**config.mk**
```make
export PLATFORM = sky130hd
export DESIGN_NAME = bbd_ctrl
export DESIGN_NICKNAME = d
export VERILOG_FILES = /design/src/hdl/bbd_pkg.sv /design/src/hdl/bbd_ctrl.sv
export VERILOG_INCLUDE_DIRS = /design/src /design/src/hdl
export SDC_FILE = /design/constraint.sdc
export NUM_CORES = 1
export LEC_CHECK = 0
export CAP_MARGIN = 10
export CORE_AREA = 2 2 39 41
export DETAILED_ROUTE_END_ITERATION = 16
export DIE_AREA = 0 0 41 43
export DONT_BUFFER_PORTS = 1
export HOLD_SLACK_MARGIN = 0.02
export PLACE_DENSITY = 0.3
export SYNTH_ARGS = -nofsm -noshare
export SYNTH_HDL_FRONTEND = slang
export SYNTH_SLANG_ARGS = --single-unit
```
**constraint.sdc**
```tcl
create_clock -name clk -period 1.1 [get_ports clk]
set_clock_uncertainty 0.15 [all_clocks]
set_input_delay 0.055 -clock clk [delete_from_list [all_inputs] [get_ports clk]]
set_output_delay 0.055 -clock clk [all_outputs]
set_load 0.03 [all_outputs]
```
**src/hdl/bayer_bilinear_demosaic_macros.svh**
```systemverilog
// Assertion macros shared by the demosaic RTL.
`ifndef BAYER_BILINEAR_DEMOSAIC_MACROS_SVH
`define BAYER_BILINEAR_DEMOSAIC_MACROS_SVH
`ifndef SYNTH
`define BBD_ASSERT(lbl, prop) \
  lbl: assert property (@(posedge clk) disable iff (rst) prop) \
    else $error("bbd assertion failed");
`define BBD_ASSERT_NEXT(lbl, cause, effect) \
  lbl: assert property (@(posedge clk) disable iff (rst) (cause) |=> (effect)) \
    else $error("bbd assertion failed");
`else
`define BBD_ASSERT(lbl, prop)
`define BBD_ASSERT_NEXT(lbl, cause, effect)
`endif
`endif

```
**src/hdl/bbd_pkg.sv**
```systemverilog
package bbd_pkg;

  localparam int MAX_WIDTH  = 2048;
  localparam int MAX_HEIGHT = 2048;

  localparam int PIX_W     = 8;
  localparam int CFG_W     = 12;
  localparam int CFG_IDX_W = 2;

  localparam logic [CFG_IDX_W-1:0] REG_IMAGE_WIDTH  = CFG_IDX_W'(0);
  localparam logic [CFG_IDX_W-1:0] REG_IMAGE_HEIGHT = CFG_IDX_W'(1);

  localparam logic [CFG_W-1:0] RESET_WIDTH  = CFG_W'(640);
  localparam logic [CFG_W-1:0] RESET_HEIGHT = CFG_W'(480);

  localparam int COL_W = $clog2(MAX_WIDTH);
  localparam int WID_W = $clog2(MAX_WIDTH + 1);
  localparam int HGT_W = $clog2(MAX_HEIGHT + 1);
  localparam int ROW_W = $clog2(MAX_HEIGHT + 3);

  // per-channel sums of up to five samples
  localparam int SUM_W        = PIX_W + 3;
  localparam int CNT_W        = 3;
  localparam int RECIP3_SHIFT = 11;
  localparam int RECIP5_SHIFT = 13;
  localparam int RECIP3       = (2 ** RECIP3_SHIFT + 2) / 3;
  localparam int RECIP5       = (2 ** RECIP5_SHIFT + 3) / 5;
  localparam int RECIP_W      = $clog2(RECIP5 + 1);
  localparam int PROD_W       = SUM_W + RECIP_W;

  typedef enum logic [1:0] {
    ST_IDLE,
    ST_LOAD,
    ST_EMIT
  } bbd_state_t;

  typedef enum logic [1:0] {
    COLOR_GREEN,
    COLOR_RED,
    COLOR_BLUE
  } bbd_color_t;

  typedef struct packed {
    logic take;
    logic load;
    logic emit;
  } bbd_cmd_t;

  typedef struct packed {
    logic skip;
    logic pixel;
    logic out_free;
  } bbd_status_t;

endpackage

```
**src/hdl/bbd_ctrl.sv**
```systemverilog
`include "bayer_bilinear_demosaic_macros.svh"

module bbd_ctrl (
  input  logic                 clk,
  input  logic                 rst,
  input  logic                 in_valid,
  output logic                 in_stall,
  input  bbd_pkg::bbd_status_t status,
  output bbd_pkg::bbd_cmd_t    cmd
);
  import bbd_pkg::*;

  bbd_state_t state;
  bbd_state_t state_next;

  always_ff @(posedge clk) begin
    if (rst) begin
      state <= ST_IDLE;
    end else begin
      state <= state_next;
    end
  end

  always_comb begin
    state_next = state;
    unique case (state)
      ST_IDLE: begin
        if (in_valid && !status.skip) state_next = ST_LOAD;
      end
      ST_LOAD: begin
        state_next = status.pixel ? ST_EMIT : ST_IDLE;
      end
      ST_EMIT: begin
        if (status.out_free) state_next = ST_IDLE;
      end
      default: begin
        state_next = ST_IDLE;
      end
    endcase
  end

  always_comb begin
    in_stall = 1'b1;
    cmd      = '0;
    unique case (state)
      ST_IDLE: begin
        in_stall = 1'b0;
        cmd.take = in_valid && !status.skip;
      end
      ST_LOAD: begin
        cmd.load = 1'b1;
      end
      ST_EMIT: begin
        cmd.emit = status.out_free;
      end
      default: begin
        in_stall = 1'b1;
      end
    endcase
  end

  `BBD_ASSERT_NEXT(a_take_then_load, cmd.take, state == ST_LOAD)
  `BBD_ASSERT_NEXT(a_empty_load_idle, cmd.load && !status.pixel, state == ST_IDLE)
  `BBD_ASSERT_NEXT(a_emit_then_idle, cmd.emit, state == ST_IDLE)

endmodule

```
==> flow_summary.ini <==
[run_status]
outcome = finished with violations
failed_checks = hold timing, setup timing

[drt]
drtIter0Drc = 0
wl_um = 301
vias_per_cell = 3.17
first_pass_iters = 1
drcViolationCount = 0
ant_nets = 0
vias = 111
post_drt_wl_per_cell_um = 8.60

[job]
maxCapViolations = 0

[power]
power.leakage_nw = 0.0834
power_frac_clock_pct = 57.0
peakVddDrop_v = 0.000275
p_sw_share_pct = 22.6
pwr-share-comb_pct = 14.3
p_switching_uw = 63.3
p_seq_share_pct = 28.6
p_per_area_mw_per_mm2 = 1350
p_int_uw = 216

[timing]
final.period_utilization_pct = 111
setup_ws_ns = -0.123
final.setup.tns_ns = -0.194
clock.fmax_ghz = 0.818
slew_headroom_pct = 86.5
hold_slack_ns = -0.138
maxSlewViolCount = 0
grt_setup_unrepaired = true
finalCriticalPeriod_ns = 1.22
setup_viol_count_final = 3
worst_pin_slew_ns = 0.201
hold_violations = 1

[synth]
yosys.area.top_type_share_pct = 36.8
ys_ff_latch = 2
synth_area_leaders = dfxtp_1 (37%), nor4b_2 (14%), a21oi_2 (8.0%)
synth_seq_area_share_pct = 36.8
yosys.area.top_type = dfxtp_1
ys_warn_count = 0
synth_area_um2 = 109
yosysUniqueCellTypes = 10
syn-instance-count = 11
avgSynthCellArea_um2 = 9.90
syn-num-nets = 17

[floorplanning]
die_x_um = 41
die_h_um = 43
die_area_mm2 = 0.00176
rows = 14
initial_utilization_pct = 7.87
io_pins = 10
core_area_mm2 = 0.00138

[global_routing]
grt_util_all_layers_pct = 3.91
grt_pass1_wl_um = 386
grt_max_degree = 7
grt_pass1_vias = 119
antenna_found_initial = 0
globalRoute.totalOverflow = 0

[worst_hold_path]
worstHoldPathType = in -> reg

[cells_and_area]
fillers = 166
layout_common_cells = clkbuf_4 (3), dlygate4sd3_1 (3), buf_4 (2), dfxtp_2 (2)
top_regs = state (2)
layout-drive-gt1-share_pct = 57.9
diodes = 0
final_area_um2 = 208
largest_reg_flops = 2
syn_to_final_growth_pct = 90.8
instances_no_fill = 35
nNetsFinal = 27
largest_register = state

[cts]
cts_buffers = 3
clk_latency_ns = 0.22
cts_tree = yes
clk_pin_slew_ns = 0.03
cts-hold-fix-buffers = 3
clock-sinks = 2
clockBufferDepth = 2
htree_levels = 1
cts_root_buffer = clkbuf_4

[placement]
place_area_um2 = 154
dp_slack_ns = 0.0211
placedCellCount = 29
port-buffer-count = 0
place.gp.congestion = 0.490

[setup_path]
cp_max_fo = 6
arrival_ns = 1.02
worstSetupStartpointType = flip-flop
critPathKind = reg -> out
required_ns = 0.89
end_kind = primary output
metrics by stage:
step	power [mW]	utilization (%)
2_1_floorplan	0.106	-
3_3_place_gp	0.111	11.1
3_5_place_dp	0.111	11.1
4_1_cts	0.294	15.0
5_1_grt	0.296	15.0
6_report	0.280	15.0
per-layer routing:
metal | vias to the layer above | part of all wire [%] | track usage, % | wire length [um]
li1 | 54 | - | - | -
met1 | 48 | 40 | 4.15 | 119
met2 | 9 | 44 | 3.44 | 132
met3 | 0 | 16 | 3.14 | 49
met4 | 0 | 0 | 6.00 | 0
met5 | - | 0 | 0 | 0
cells by family after synthesis:
family          after synthesis  synth area share [%]
simple gates                  8                  55.2
flops                         2                  36.8
compound gates                1                  8.05
repair_timing:
action	4_1_cts	5_1_grt
buffers inserted	0	0
setup endpoints to repair	4	5
hold endpoints to repair	2	1
resized for setup	1	0
power by group through the flow:
| stage | logic [mW] | registers [mW] | clock network, mW |
|---|---|---|---|
| floorplan | 0.0258 | 0.0799 | 0 |
| global placement | 0.0308 | 0.0806 | 0 |
| detailed placement | 0.0306 | 0.0806 | 0 |
| CTS | 0.0405 | 0.0800 | 0.173 |
| global route | 0.0422 | 0.0806 | 0.173 |
| finish | 0.0400 | 0.0801 | 0.160 |
cell type report:
type	count	area, um^2	share of cell area (%)
Tap cell	16	20.0	9.64
Multi-Input combinational cell	9	77.6	37.3
Timing Repair Buffer	5	45.0	21.7
Sequential cell	2	42.5	20.5
Clock buffer	3	22.5	10.8
synth_stat cells:
library cell	n
nor4b_2	1
or2_2	1
a21oi_2	1
nor2_1	1
nor2b_1	1
nand3b_1	1
nand2_1	1
dfxtp_1	2
and2b_2	1
or3b_1	1
worst max-delay path: stages (launching register included):
cell	delay, ns
dfxtp_2	0.34
nor4b_4	0.26
buf_4	0.20
path summary, 6_finish.rpt:
| path | start | endpoint | slack, ns | cells after the start |
|---|---|---|---|---|
| min reg2reg | state[0]$_SDFFE_PP0P_ | state[1]$_SDFFE_PP0P_ | 0.40 | 2 |
| max | state[1]$_SDFFE_PP0P_ | cmd[2] | -0.12 | 2 |
| min | status[2] | state[0]$_SDFFE_PP0P_ | -0.14 | 2 |
| max reg2reg | state[1]$_SDFFE_PP0P_ | state[1]$_SDFFE_PP0P_ | 0.02 | 2 |
Power figures use the tool's default switching activity.
